<file path="src/sv/configurable_lru_cache_controller_assert.svh">
// Assertion macros shared by the cache controller.
// Each checks on the rising edge of clk and is off while rst_n is low.
`ifndef CONFIGURABLE_LRU_CACHE_CONTROLLER_ASSERT_SVH
`define CONFIGURABLE_LRU_CACHE_CONTROLLER_ASSERT_SVH

// Same-cycle implication.
`define CLCC_ASSERT_NOW(lbl, ante, cons, msg) \
  lbl: assert property (@(posedge clk) disable iff (!rst_n) (ante) |-> (cons)) \
    else $error(msg);

// Next-cycle implication.
`define CLCC_ASSERT_NEXT(lbl, ante, cons, msg) \
  lbl: assert property (@(posedge clk) disable iff (!rst_n) (ante) |=> (cons)) \
    else $error(msg);

`endif

</file>
<file path="src/sv/clcc_pkg.sv">
package clcc_pkg;

  localparam int NUM_LINES    = 16;
  localparam int LINE_W       = $clog2(NUM_LINES);
  localparam int ADDR_W       = 11;
  localparam int TAG_W        = 11;
  localparam int AGE_W        = 4;
  localparam int DATA_W       = 32;
  localparam int CNT_W        = 32;
  localparam int PLACE_W      = 2;
  localparam int MEMORY_WORDS = 2048;
  localparam int MEM_AW       = $clog2(MEMORY_WORDS);

  localparam logic [AGE_W-1:0] AGE_TOP      = AGE_W'(15);
  localparam logic [1:0]       MISS_PENALTY = 2'd3;

  // Placement codes
  localparam logic [PLACE_W-1:0] PL_DIRECT = 2'd0;
  localparam logic [PLACE_W-1:0] PL_FULL   = 2'd1;
  localparam logic [PLACE_W-1:0] PL_SET    = 2'd2;

  // Access kinds
  localparam logic MODE_LOAD  = 1'b0;
  localparam logic MODE_STORE = 1'b1;

  typedef struct packed {
    logic                     mode;
    logic [ADDR_W-1:0]        address;
    logic signed [DATA_W-1:0] write_data;
  } clcc_req_t;

  typedef struct packed {
    logic signed [DATA_W-1:0] read_data;
    logic                     hit;
    logic [1:0]               penalty_cycles;
    logic [CNT_W-1:0]         miss_total;
  } clcc_rsp_t;

  typedef logic [NUM_LINES-1:0][TAG_W-1:0] tag_vec_t;
  typedef logic [NUM_LINES-1:0][AGE_W-1:0] age_vec_t;

  // Lookup outcome handed from the tag compare to the control
  typedef struct packed {
    logic              hit;
    logic [LINE_W-1:0] hit_line;
    logic              fill;
    logic [LINE_W-1:0] victim;
    logic [TAG_W-1:0]  tag;
  } lkp_t;

endpackage

</file>
<file path="src/sv/clcc_line_ram.sv">
module clcc_line_ram (
  input  logic                          clk,
  input  logic                          rd_en,
  input  logic [clcc_pkg::LINE_W-1:0]   rd_addr,
  output logic [clcc_pkg::DATA_W-1:0]   rd_data,
  input  logic                          wr_en,
  input  logic [clcc_pkg::LINE_W-1:0]   wr_addr,
  input  logic [clcc_pkg::DATA_W-1:0]   wr_data
);
  import clcc_pkg::*;

  logic [DATA_W-1:0] mem [NUM_LINES];
  logic [DATA_W-1:0] rd_data_r;

  // Write one line
  always_ff @(posedge clk) begin
    if (wr_en) begin
      mem[wr_addr] <= wr_data;
    end
  end

  // Read one line, hold until the next read
  always_ff @(posedge clk) begin
    if (rd_en) begin
      rd_data_r <= mem[rd_addr];
    end
  end

  assign rd_data = rd_data_r;

endmodule

</file>
<file path="config.mk">
export PLATFORM = sky130hd
export DESIGN_NAME = clcc_line_ram
export DESIGN_NICKNAME = d
export VERILOG_FILES = /design/src/sv/configurable_lru_cache_controller_assert.svh /design/src/sv/clcc_pkg.sv /design/src/sv/clcc_line_ram.sv
export SDC_FILE = /design/constraint.sdc
export NUM_CORES = 1
export LEC_CHECK = 0
export BUFFER_PORTS_ARGS = -buffer_cell sky130_fd_sc_hd__buf_2
export CAP_MARGIN = 15
export CELL_PAD_IN_SITES_DETAIL_PLACEMENT = 2
export CELL_PAD_IN_SITES_GLOBAL_PLACEMENT = 2
export CORE_UTILIZATION = 45
export DETAILED_ROUTE_END_ITERATION = 16
export HOLD_SLACK_MARGIN = 0.1
export PLACE_DENSITY = 0.85
export SLEW_MARGIN = 0
export SYNTH_ARGS = -nofsm -noshare
export SYNTH_HDL_FRONTEND = slang
export SYNTH_SLANG_ARGS = --single-unit
</file>
<file path="constraint.sdc">
create_clock -name clk -period 3.5 [get_ports clk]
set_clock_uncertainty 0.05 [all_clocks]
set_input_delay 0.175 -clock clk [delete_from_list [all_inputs] [get_ports clk]]
set_output_delay 0.175 -clock clk [all_outputs]
set_load 0.1 [all_outputs]
</file>
# After elaboration in Yosys (flattened, before gate mapping)
# Memory sizes are Yosys's and may differ from the RTL's. A register that Yosys moved wholly into a read port is not among the register bits.
# Index checks and enable logic that the tools add are counted.
dict set report totals {
  rom_bits 0
  n_memories 1
  reg_bits 0
  elab_cells 3
  inputBits 43
  mem_bits_rw 512
  latch_bits 0
}
# name words word_bits read_ports rd_ports_with_merged_regs wr line_no
set mem_list {}
lappend mem_list {mem 16 32 1 1 1 clcc_line_ram.sv:12} ;# logic [DATA_W-1:0] mem [NUM_LINES];
dict set report classes {
  mul 0
  bitwise_logic 0
  muxes 2
  div_mod_pow 0
  n_shift 0
  order_cmp 0
  reduce_logical 0
  n_addsub 0
  n_eq_ne 0
}
# op count
set ops {}
lappend ops {{two-way mux 1 bit} 2}

# Depth between registers and ports, before layout
dict set report logic_depth {
  word_depth 2
  mapped_depth 5
  depth_no_buf 3
}

# Worst setup path before layout
# No wires, ideal clock.
dict set report synth_timing {
  path_type {in2reg}
  start {in wr_addr[2] (netlist name)}
  end {mem mem[0][0], enable pin}
  path_slack_ps 95
  setup_ps 461
  t_arrival_ps 2893
  t_required_ps 2989
  stages 2
  path_cell_list {or3b_2 nor3_1}
}
# element line_no
set synth_rtl {}
lappend synth_rtl {{from (decl)} clcc_line_ram.sv:7} ;# input logic [clcc_pkg::LINE_W-1:0] wr_addr,
lappend synth_rtl {{to (decl)} clcc_line_ram.sv:12}
# Straight into the memory's write port.

==> results by group <==
Outcome
  • Status: finished, final reports clean

Final layout
  • Fillers: 3670
  • Post-Layout Cell Count: 1629
  • Area Growth Syn to Fin: 17.06%
  • Fraction of layout cells with a size suffix above 1: 0.3166
  • Nets@finish: 1033

Yosys
  • Synth area leaders: edfxtp_1, mux4_2, a22oi_1
  • Top cell type's share of synthesized area: 0.8097
  • Ys Warns: 0
  • Syn_nets: 881
  • FF+latch count, synth: 544
  • Synthesized area: 20170 µm²
  • Top cell type by total area after synthesis: edfxtp_1
  • Main synth FF type: edfxtp_1
  • Sequential share of the synthesized area: 0.8097
  • Synthesized area per cell: 24.07 µm²
  • Post-synth cell types: 17
  • Fraction of registers with async set or reset after synthesis: 0
  • Number of synthesized flops with an enable pin: 544
  • Count leader, synth: edfxtp_1
  • Syn Inst Count: 838
  • Commonest cells post-synth: edfxtp_1, mux4_2, a22oi_1, nand2_1, clkbuf_1

GRT
  • Vias in the first global route: roughly 11000
  • First-pass GRT wire length: 79.05 mm
  • Initial antenna violation count: 1
  • Total track usage: 0.2537
  • Largest net degree at the start of global routing: 41
  • GRT Residual Overflow: 0

Timing
  • Final Hold Vio Count: 0
  • Slew Viols, Final: 0
  • Worst slew pin tran: around 1200 ps
  • Final cycle utilization of the critical path: 0.5040
  • RSZ-0062 raised after global routing: false
  • FMAX: 566.9 MHz
  • Setup_tns: 0 ps
  • Minimum clock period: 1764 ps
  • Final setup violation count: 0
  • Slew HR: 0.2313
  • Min Hold Slack: 253.8 ps

Clock network
  • H-Tree Depth: 2
  • Hold buffers post-CTS: 32
  • Post-CTS resize count: 0
  • CTS tree: yes
  • # Post-CTS Setup Buffers: 0
  • Latest clock arrival within the worst-skew pair: between 600 and 700 ps
  • CTS sink count: 544
  • Clock Path Buffers: 3
  • Root Driver: clkbuf_16
  • Clock-pin slew on the worst setup and hold paths: 60 ps
  • Total CTS buffers: 56

Placement
  • Number of port buffers: 74
  • Final Wtd Congestion: 0.6873
  • Final HPWL DP: between 30 and 40 mm
  • Dpl cells: 1490

Worst setup path
  • Critical path's slowest cell: mux4_2
  • Kind of cell adding the most delay to the critical path: buffers and inverters
  • Worst Path Arrival: about 2000 ps
  • CP required: 3760 ps
  • Worst path bufs/invs: 2
  • Worst path max stage delay: 570 ps
  • CP Capture Type: register
  • Worst-path fanout max: 39
  • Crit path cell chain: clkbuf_8 > buf_12 > mux4_2 > a22oi_1 > nand2_1
  • CP Launch Type: input pin
  • Crit Path Class: input pin to register

Die
  • Die ar.: 45680 µm²
  • Initial core utilization: 0.4562
  • Total I/O pin count: 75
  • Chip Width: 213.7 µm
  • Core area: between 40000 and 50000 µm²
  • Die Ht: ~210 µm
  • Std cell rows: 77

Route
  • Vias: 9661
  • DRC Markers: 0
  • Via density: 5.931
  • Iteration-0 DRC count of the detailed router: 981
  • Wire length per cell: 34.14 µm
  • Drt pass-1 iters: 5
  • Routed Antenna Nets: 0
  • Detailed Route WL: 55.62 mm

Pwr
  • Power Density: 602.4 nW/µm²
  • Worst VDD drop: 0.4035 mV
  • Leakage: between 7 and 8 nW
  • Total Power: 14.23 mW

Worst hold path
  • Worst Hold Class: input pin to register

Flow run
  • Max Cap Violations: 0
[metrics by stage]
step	utilization	cell area (µm²)	setup slack (ps)
final	0.5341	23620	1736
after floorplan	-	20170	95.35
after global routing	0.5341	23620	1561
after global placement	0.4856	21480	1116
after detailed placement	0.4856	21480	1054
after CTS	0.5333	23580	1699
[layer usage]
layer  routed length, µm  track usage
met1               23510       0.3462
met2               28100       0.4267
met3                2726      0.03574
met4                1287      0.07734
met5                   0            0
[power by group]
part	leakage [nW]	total (mW)	switching, mW	internal (mW)
clock	0.869	5.90	2.49	3.41
combinational	1.74	0.926	0.645	0.281
sequential	4.94	7.40	0.0600	7.34
total	7.56	14.2	3.19	11.0
[area by class of cell]
cell class                 count  area [µm²]  area share
tap                          592       740.7     0.03136
multi-input combinational    251        3750      0.1588
sequential                   544       16340      0.6917
antenna                        1       2.502   0.0001060
clock inverter                36       320.3     0.01356
clock buffer                  68        1468     0.06215
timing repair buffer         137       999.7     0.04233
[registers in the layout, indices dropped and copies added, names as in the netlist]
| signal | flops |
|---|---|
| rd_data | 32 |
| mem | 512 |
[cells in the final DEF, fill, tap and decap left out]
cell / n
bufinv_16: 6
clkbuf_16: 57
clkbuf_1: 11
buf_12: 5
clkinvlp_4: 2
buf_2: 72
clkinv_2: 8
nor3_2: 4
nor2b_4: 2
clkbuf_8: 1
nand3_1: 1
clkinv_1: 18
or3b_2: 1
nand3b_1: 2
buf_4: 26
and2_2: 1
nor2_4: 13
nand2b_1: 2
diode_2: 1
edfxtp_1: 544
nand2_1: 33
mux4_2: 128
inv_6: 2
a22oi_1: 64
dlygate4sd3_1: 33
[worst register-to-register path, cell delays in order (launching register included)]
cell      delay (ps)
edfxtp_1         380
mux4_2           490
a22oi_1          250
nand2_1          170
[worst paths after layout]
check,slack (ps),to,start,cells past startpoint
setup / recovery,1740,rd_data[8]$_DFFE_PP_,rd_addr[0],5
hold / removal,250,rd_data[2]$_DFFE_PP_,rd_addr[2],4
setup reg to reg,1860,rd_data[8]$_DFFE_PP_,mem[2][8]$_DFFE_PP_,3
hold reg to reg,710,rd_data[3]$_DFFE_PP_,mem[14][3]$_DFFE_PP_,3
[kinds of logic after synthesis]
| family | after synthesis | share of synthesized area |
|---|---|---|
| flip-flops | 544 | 0.8097 |
| multiplexers | 128 | 0.1429 |
| AO/OA/AOI/OAI | 64 | 0.02382 |
| AND/OR/NAND/NOR | 59 | 0.01253 |
| buffers and inverters | 43 | 0.01104 |
Power figures use the tool's default switching activity.
