**config.mk**
```make
export PLATFORM = sky130hd
export DESIGN_NAME = clcc_lookup
export DESIGN_NICKNAME = d
export VERILOG_FILES = /design/src/sv/configurable_lru_cache_controller_assert.svh /design/src/sv/clcc_pkg.sv /design/src/sv/clcc_lookup.sv
export SDC_FILE = /design/constraint.sdc
export NUM_CORES = 1
export LEC_CHECK = 0
export BUFFER_PORTS_ARGS = -buffer_cell sky130_fd_sc_hd__buf_2
export CORE_AREA = 2 2 113 115
export DETAILED_ROUTE_END_ITERATION = 8
export DIE_AREA = 0 0 115 117
export MAX_ROUTING_LAYER = met4
export PLACE_DENSITY = 0.81
export REMOVE_ABC_BUFFERS = 1
export SYNTH_ARGS = -nofsm -noshare
export SYNTH_HDL_FRONTEND = slang
export SYNTH_SLANG_ARGS = --single-unit
```
**constraint.sdc**
```tcl
create_clock -name vclk -period 6.8
set_input_delay 0 -clock vclk [all_inputs]
set_output_delay 0 -clock vclk [all_outputs]
set_load 0.1 [all_outputs]
```
**src/sv/configurable_lru_cache_controller_assert.svh**
```systemverilog
// Assertion macros shared by the cache controller.
// Each checks on the rising edge of clk and is off while rst_n is low.
`ifndef CONFIGURABLE_LRU_CACHE_CONTROLLER_ASSERT_SVH
`define CONFIGURABLE_LRU_CACHE_CONTROLLER_ASSERT_SVH

// Same-cycle implication.
`define CLCC_ASSERT_NOW(lbl, ante, cons, msg) \
  lbl: assert property (@(posedge clk) disable iff (!rst_n) (ante) |-> (cons)) \
    else $error(msg);

// Next-cycle implication.
`define CLCC_ASSERT_NEXT(lbl, ante, cons, msg) \
  lbl: assert property (@(posedge clk) disable iff (!rst_n) (ante) |=> (cons)) \
    else $error(msg);

`endif

```
**src/sv/clcc_pkg.sv**
```systemverilog
package clcc_pkg;

  localparam int NUM_LINES    = 16;
  localparam int LINE_W       = $clog2(NUM_LINES);
  localparam int ADDR_W       = 11;
  localparam int TAG_W        = 11;
  localparam int AGE_W        = 4;
  localparam int DATA_W       = 32;
  localparam int CNT_W        = 32;
  localparam int PLACE_W      = 2;
  localparam int MEMORY_WORDS = 2048;
  localparam int MEM_AW       = $clog2(MEMORY_WORDS);

  localparam logic [AGE_W-1:0] AGE_TOP      = AGE_W'(15);
  localparam logic [1:0]       MISS_PENALTY = 2'd3;

  // Placement codes
  localparam logic [PLACE_W-1:0] PL_DIRECT = 2'd0;
  localparam logic [PLACE_W-1:0] PL_FULL   = 2'd1;
  localparam logic [PLACE_W-1:0] PL_SET    = 2'd2;

  // Access kinds
  localparam logic MODE_LOAD  = 1'b0;
  localparam logic MODE_STORE = 1'b1;

  typedef struct packed {
    logic                     mode;
    logic [ADDR_W-1:0]        address;
    logic signed [DATA_W-1:0] write_data;
  } clcc_req_t;

  typedef struct packed {
    logic signed [DATA_W-1:0] read_data;
    logic                     hit;
    logic [1:0]               penalty_cycles;
    logic [CNT_W-1:0]         miss_total;
  } clcc_rsp_t;

  typedef logic [NUM_LINES-1:0][TAG_W-1:0] tag_vec_t;
  typedef logic [NUM_LINES-1:0][AGE_W-1:0] age_vec_t;

  // Lookup outcome handed from the tag compare to the control
  typedef struct packed {
    logic              hit;
    logic [LINE_W-1:0] hit_line;
    logic              fill;
    logic [LINE_W-1:0] victim;
    logic [TAG_W-1:0]  tag;
  } lkp_t;

endpackage

```
**src/sv/clcc_lookup.sv**
```systemverilog
module clcc_lookup (
  input  logic [clcc_pkg::PLACE_W-1:0] placement,
  input  logic [clcc_pkg::ADDR_W-1:0]  address,
  input  logic [clcc_pkg::NUM_LINES-1:0] valid_vec,
  input  clcc_pkg::tag_vec_t           tag_vec,
  input  clcc_pkg::age_vec_t           age_vec,
  output clcc_pkg::lkp_t               lkp
);
  import clcc_pkg::*;

  logic [NUM_LINES-1:0] cand;
  logic [TAG_W-1:0]     cmp_tag;
  logic                 cached;
  logic [LINE_W-1:0]    base;
  logic [LINE_W-1:0]    way_idx;
  logic [LINE_W-1:0]    victim;
  logic                 found;
  logic                 hit_any;
  logic [LINE_W-1:0]    hit_idx;
  logic                 fill;

  // Select candidate lines and the tag to compare
  always_comb begin
    cand    = '0;
    cmp_tag = '0;
    cached  = 1'b1;
    base    = {address[1:0], 2'b00};
    case (placement)
      PL_DIRECT: begin
        cand[address[LINE_W-1:0]] = 1'b1;
        cmp_tag = TAG_W'(address >> 4);
      end
      PL_FULL: begin
        cand    = '1;
        cmp_tag = TAG_W'(address);
      end
      PL_SET: begin
        for (int i = 0; i < NUM_LINES; i++) begin
          cand[i] = (LINE_W'(i) >> 2) == LINE_W'(address[1:0]);
        end
        cmp_tag = TAG_W'(address >> 2);
      end
      default: begin
        cached = 1'b0;
      end
    endcase
  end

  // Find the lowest matching valid line
  always_comb begin
    hit_any = 1'b0;
    hit_idx = '0;
    for (int i = NUM_LINES - 1; i >= 0; i--) begin
      if (cand[i] && valid_vec[i] && tag_vec[i] == cmp_tag) begin
        hit_any = 1'b1;
        hit_idx = LINE_W'(i);
      end
    end
  end

  // Pick the victim line for a load miss
  always_comb begin
    victim  = base;
    found   = 1'b1;
    way_idx = base;
    case (placement)
      PL_DIRECT: begin
        victim = address[LINE_W-1:0];
      end
      PL_FULL: begin
        found = 1'b0;
        for (int i = NUM_LINES - 1; i >= 0; i--) begin
          if (age_vec[i] == '0) begin
            victim = LINE_W'(i);
            found  = 1'b1;
          end
        end
      end
      PL_SET: begin
        for (int k = 1; k < 4; k++) begin
          way_idx = base + LINE_W'(k);
          if (age_vec[way_idx] < age_vec[victim]) begin
            victim = way_idx;
          end
        end
      end
      default: begin
        found = 1'b0;
      end
    endcase
    fill = cached && found;
  end

  // Pack the lookup outcome
  assign lkp = '{hit: hit_any, hit_line: hit_idx, fill: fill, victim: victim, tag: cmp_tag};

endmodule

```
# Word level (Yosys, flattened, before mapping)
# Index checks and enable logic that the tools add are counted.
dict set report op_classes {
  add_sub_neg 3
  magnitude_cmp 11
  n_eq_ne 21
  n_mux 88
  n_reduce_logical 54
}
# op count
set ops {}
lappend ops {{$eq A11 B11 Y1} 16}
lappend ops {{$mux W4} 43}
lappend ops {{$bmux W4 S4} 5}
lappend ops {{$logic_not A4 Y1} 16}
lappend ops {{$pmux W16 S3} 1}
lappend ops {{$lt A4 B5 Y1 const B} 7}
lappend ops {{$logic_and A1 B1 Y1} 34}
lappend ops {{$mux W1} 34}
lappend ops {{$pmux W11 S3} 1}
lappend ops {{$lt A4 B4 Y1} 3}
lappend ops {{$pmux W4 S3} 1}
lappend ops {{$add A4 B2 Y4 const B} 2}
lappend ops {{$bmux W4 S2} 1}
lappend ops {{$add A4 B1 Y4 const B} 1}
lappend ops {{$demux W1 S4} 1}
lappend ops {{$eq A2 B2 Y1 const A} 2}
lappend ops {{$ge A4 B1 Y1 const B} 1}
lappend ops {{$logic_not A2 Y1} 2}
lappend ops {{$reduce_or A3 Y1} 1}
lappend ops {{$eq A1 B2 Y1 const A} 1}
lappend ops {{$eq A2 B1 Y1 const B} 1}
lappend ops {{$eq A2 B2 Y1 const B} 1}
lappend ops {{$pmux W1 S2} 1}
lappend ops {{$reduce_or A2 Y1} 1}
dict set report totals {
  register_bits 0
  input_bits 269
  output_inout_bits 21
  wordCells 177
}

# Depth between registers and ports, before layout
# Gate-level depths: netlist of the first run.
dict set report logic_depth {
  depth_word 23
  mapped_depth 23
  mapped_depth_nobuf 20
}

# Least setup slack after synthesis of the first run
# Ideal clock, no wire load.
dict set report synth_path {
  path_type {input port to output port}
  from {input port address[1] in the netlist's numbering}
  to {output port lkp[12] in the netlist's numbering}
  t_arrival_ns 6.325
  t_required_ns 6.800
  path_slack_ns 0.475
  cell_stages 22
  path_buffers 3
  path_cell_list {buf_4 buf_1 buf_1 mux4_2 ha_1 and3_1 a221oi_4 mux4_1 mux2i_1 ha_1 o21ai_0 a21oi_1 o21ai_0 nand2b_1 nand2_1 o21ai_0 ha_1 and3_1 o31a_1 a2111oi_4 nor2_1 o21ai_0}
}
# element line_no
set synth_rtl {}
lappend synth_rtl {{from (decl)} clcc_lookup.sv:3} ;# input logic [clcc_pkg::ADDR_W-1:0] address,
lappend synth_rtl {{to (decl)} clcc_lookup.sv:7} ;# output clcc_pkg::lkp_t lkp

==> flow_summary.ini, run 1 <==
[critical_path]
critPathArrivalTime_ps = 5890
crit_top_cell = o21ai_0
slowest_delay_ps = 620
crit_chain = buf_2, mux4_2, ha_1, and3_1, a221oi_4, mux4_1, mux2i_1, ha_1, o21ai_0, a21oi_1, o21ai_0, nand2b_1, nand2_1, o21ai_0, ha_1, and3_1, o31a_1, a2111oi_4, nor2_1, o21ai_0, buf_2
crit_path_start_kind = input pin
crit_type = in -> out
cpMaxStageDelayCell = mux4_1
cp-end-kind = primary output
crit_required_ps = 6800
cp_max_fo = 26

[cells_and_area]
areaGrowthSynthToFinish_pct = 32.47
postLayoutCellArea_mm2 = 0.006156
multi_input_area_mm2 = 0.004383
flops_and_latches = 0
n_fill_cell = 1278
drive_gt1_share_pct = 37.33
finalNetCount = 1164
n_clock_buffer = 0
diodes = 0
seqCellArea_um2 = 0

[yosys]
synth_seq_area_share_pct = 0
syn_area_per_cell_um2 = 7.364
yosys_warnings = 0
ys_types = 64
synth_commonest_cells = xor2_1 (95), xnor2_1 (59), nor2_1 (40)
yosysMostFrequentCell = xor2_1
synth_top_area_share_pct = 17.91
netlist_area_mm2 = 0.004647
synth_cells = 631
ys_top_cells_by_area = xor2_1 (18%), xnor2_1 (11%), mux4_2 (8.2%), a21oi_1 (4.0%), nor4_1 (3.9%)
yosys.area.top_type = xor2_1

[job]
maxCapViolCount = 0

[timing]
fmax_ghz = 0.1697
hold_viol = 0
post-route-period-util_pct = 86.66
relSlewSlack_pct = 38.98
finalSetupViolCount = 0
min_period_ps = 5893
grt_setup_unrepaired = false
worst_slew_pin_slew_ps = 913.2
setup_tns_ps = 0
slew_violations = 0
finalWorstSetupSlack_ps = 907.3
fin_worst_hold_slack_ps = 750.7

[floorplan]
initial_core_util_pct = 37.74
core-area_mm2 = 0.01231
dieArea_mm2 = 0.01346
die_h_um = 117
io_pins = 290
die_w_um = 115
rows = 41

[clock_tree]
cts_resized = 0
post-cts-setup-buffer-count = 0
hold_buffers = 0

[placed_design]
dp_hpwl_mm = 16.10
pre_cts_ws_ps = 989.3
place_area_mm2 = 0.006156
gp_congestion = 0.9729
port_buffers = 290

[routing]
via_per_inst = 5.835
first_pass_iters = 5
wl_mm = 19.80
drc = 0
wire_per_inst_um = 19.15
ant_nets = 0
vias = 6033
initialDrtViolationCount = 441

[global_route]
grt_max_degree = 45
track_usage_pct = 28.08
grt_pass1_wl_mm = 28.73
grt_pass1_vias = 5507
antenna_found_initial = 0
globalRoute.totalOverflow = 0

[min_path]
hp-start = valid_vec[3]
hold_class = in -> out
holdPathEnd = lkp[17]
min_delay_path_depth = 6

[pwr]
power.switching_uw = 333.6
internal_power_uw = 230.7
p_leak_nw = 2.809
finalPower_uw = 564.3
vdd_drop_max_mv = 0.08270
p_sw_share_pct = 59.11
power_density_mw_per_mm2 = 91.67
clkPwrFrac_pct = 0
pwr-share-seq_pct = 0
combPwrFrac_pct = 100.0

[outcome]
status = complete, no violations
final cells by class:
| cell class | count | share of cell area, % |
|---|---|---|
| Timing Repair Buffer | 299 | 24.67 |
| Inverter | 17 | 1.077 |
| Tap cell | 150 | 3.049 |
| Multi-Input combinational cell | 568 | 71.20 |
critical path, delay by kind of cell:
family                     cells  cell delay (ps)
AOI/OAI and AO/OA              8             1710
muxes                          3             1440
buffers and inverters          2             1040
adders and majority gates      3              960
and+or+nand+nor                5              740
metal layers:
layer	part of all wire, %	wire length [um]	up-vias	GRT usage (%)
met3	8.0	1586	34	2.626
li1	-	-	2885	-
met2	50	9835	324	49.53
met5	0	0	-	-
met1	40	7879	2790	34.89
met4	2.5	501	0	6.426
kinds of logic (layout without fill, tap and decap cells):
kind of cell    Yosys count  in the layout  synth area share, %
compound gates          145            145                21.24
xor+xnor                154            154                29.03
fa+ha+maj                 9              9                2.423
buf+inv                  63            316                5.870
mux                      37             37                14.92
simple gates            223            223                26.52
power by group through the flow:
stage          clock, mW  combinational (mW)  sequential [mW]
3_5_place_dp           0               0.561                0
3_3_place_gp           0               0.553                0
6_report               0               0.564                0
4_1_cts                0               0.563                0
2_1_floorplan          0               0.358                0
5_1_grt                0               0.614                0
stage by stage:
stage          cells  util (%)
2_1_floorplan    585         -
3_3_place_gp    1034     50.00
3_5_place_dp    1034     50.00
4_1_cts         1034     50.00
5_1_grt         1034     50.00
6_report        1034     50.00
how the worst max path moves through the flow:
| stage | start | endpoint | slack, ps | cells after the start |
|---|---|---|---|---|
| after floorplan | address[7] | lkp[19] | 570 | 8 |
| after global placement | address[1] | lkp[12] | 1100 | 21 |
| after detailed placement | address[1] | lkp[12] | 990 | 21 |
| after CTS | address[1] | lkp[12] | 980 | 21 |
| after global routing | address[1] | lkp[12] | 510 | 21 |
| final | address[1] | lkp[12] | 910 | 21 |
placed cells by master (no fill, tap or decap), drive strengths merged, types with 20 or more instances in the layout:
cell type and instances:
a21oi 37, nor3 24, nor4 29, mux4 23
nor2 40, xnor2 59, nand4 20, nand2 32
o21ai 34, buf 299, xor2 95
Note: power is estimated with default switching activity, not from simulation.
==> inputs of run 2 (changes only) <==
CORE_AREA = unset   (was 2 2 113 115)
CORE_MARGIN = 1   (was unset)
CORE_UTILIZATION = 30   (was unset)
DIE_AREA = unset   (was 0 0 115 117)
PLACE_DENSITY = 0.68   (was 0.81)
==> run 2 against run 1 <==
- maximum frequency up 2.4%
- critical path depth is the same
- count of clock-buffer cells in the layout did not move
- final cell count up 4.0%
- global-route usage shrank 3.1 points
- sequential cell count did not move
- non-clock buffer count is 2 higher
- worst setup slack gained 140 ps
- sequential share of layout area unchanged
- power down 0.16%
- combinational power about the same
- worst hold slack got worse by 10 ps
- critical path type unchanged
- largest cell class unchanged
- highest routed layer unchanged
==> flow_summary.ini, run 2 (synthesized netlist as in run 1, its figures left out) <==
[outcome]
status = complete, no violations

[cells_and_area]
flops_and_latches = 0
n_fill_cell = 1609
seqCellArea_um2 = 0
final_cell_mix = buf_2 (290), xor2_1 (95), xnor2_1 (59), nor2_1 (40), a21oi_1 (37)
n_clock_buffer = 0
layout_commonest_cell = buf_2
fin_util_pct = 41.07
postLayoutCellArea_mm2 = 0.006221
drive_gt1_share_pct = 37.47
areaGrowthSynthToFinish_pct = 33.87
finalNetCount = 1166

[floorplan]
die_w_um = 126.5
die_h_um = 126.5
dieArea_mm2 = 0.01599
initial_core_util_pct = 30.68
rows = 45
io_pins = 290
core-area_mm2 = 0.01515

[critical_path]
crit_top_cell = o21ai_0
crit_type = in -> out
cpMaxStageDelayCell = mux4_1
cp_max_fo = 26
crit_chain = buf_2, mux4_2, ha_1, and3_1, a221oi_4, mux4_1, mux2i_1, ha_1, o21ai_0, a21oi_1, o21ai_0, nand2b_1, nand2_1, o21ai_0, ha_1, and3_1, o31a_1, a2111oi_4, nor2_1, o21ai_0, buf_2
slowest_delay_ps = 610
path_delay_family = compound AO/OA/AOI/OAI gates
path_buf_inv = 2
critPathArrivalTime_ps = 5750
cp-end-kind = primary output
crit_required_ps = 6800
crit_path_start_kind = input pin

[routing]
drc = 0
ant_nets = 0
wl_mm = 20.21
first_pass_iters = 5
via_per_inst = 5.519
wire_per_inst_um = 18.80
vias = 5933
initialDrtViolationCount = 380

[timing]
relSlewSlack_pct = 44.27
fin_worst_hold_slack_ps = 740.7
finalSetupViolCount = 0
worst_slew_pin_slew_ps = 828.3
fmax_ghz = 0.1738
post-route-period-util_pct = 84.61
hold_viol = 0
slew_violations = 0
grt_setup_unrepaired = false
min_period_ps = 5753
setup_tns_ps = 0

[pwr]
p_sw_share_pct = 59.03
power.switching_uw = 332.5
internal_power_uw = 230.8
pwr-share-seq_pct = 0
power_density_mw_per_mm2 = 90.56
p_leak_nw = 2.818
vdd_drop_max_mv = 0.06092
clkPwrFrac_pct = 0
combPwrFrac_pct = 100.0

[global_route]
globalRoute.totalOverflow = 0
grt_pass1_wl_mm = 30.43
busiest_layer = met2
track_usage_pct = 25.03
grtUsageMet3_pct = 3.416
met2_usage_pct = 44.39
antenna_found_initial = 1
grt_pass1_vias = 5590
grt_use_met1_pct = 30.17
grt_max_degree = 49

[min_path]
min_delay_path_depth = 5
holdPathEnd = lkp[11]
hold_class = in -> out
hp-start = age_vec[7]

[placed_design]
dp_hpwl_mm = 16.53
gp_congestion = 0.9613
port_buffers = 290
place_area_mm2 = 0.006218

[clock_tree]
post-cts-setup-buffer-count = 0
hold_buffers = 0
cts_resized = 0

[job]
maxCapViolCount = 0
-- run 2: cell count changes in the layout (fill, tap and decap cells not counted) --
cell     before  now
diode_2       0    1
buf_4         9   11
-- run 2: layout make-up --
type	count	area [um2]	share of cell area [%]
timing repair buffer	301	1534	24.66
inverter	17	66.31	1.066
antenna	1	2.502	0.04023
tap	188	235.2	3.781
multi-input combinational	568	4383	70.45
-- run 2: per-stage QoR --
stage / std cells / worst slack (ps) / total power, mW
after floorplan: 585 / 565.1 / 0.3578
after global placement: 1074 / 1079 / 0.5584
after detailed placement: 1074 / 1070 / 0.5638
after CTS: 1074 / 1048 / 0.5659
after global routing: 1075 / 587.2 / 0.6147
final: 1075 / 1047 / 0.5634
-- run 2: routing by layer --
metal | vias up | wire, um
met3 | 23 | 1401
met1 | 2745 | 8381
met2 | 278 | 9977
met5 | - | 0
li1 | 2887 | -
met4 | 0 | 446
-- run 2: tightest hold or removal path: cells and delay by family --
| family | cells | cell delay, ps |
|---|---|---|
| buf+inv | 2 | 400 |
| compound gates | 2 | 270 |
| simple gates | 1 | 70 |
-- run 2: worst max-delay path by stage --
stage                           from       to  slack, ps  cells after the start
after detailed placement  address[1]  lkp[12]       1070                     21
after CTS                 address[1]  lkp[12]       1050                     21
after global placement    address[1]  lkp[12]       1080                     21
after floorplan           address[7]  lkp[19]        570                      8
after global routing      address[1]  lkp[12]        590                     21
final                     address[1]  lkp[12]       1050                     21
-- run 2: power groups by stage --
stage,clock [mW],sequential [mW],combinational [mW]
6_report,0.0000000197,0,0.563
3_5_place_dp,0,0,0.564
5_1_grt,0.0000000197,0,0.615
2_1_floorplan,0,0,0.358
3_3_place_gp,0,0,0.558
4_1_cts,0,0,0.566
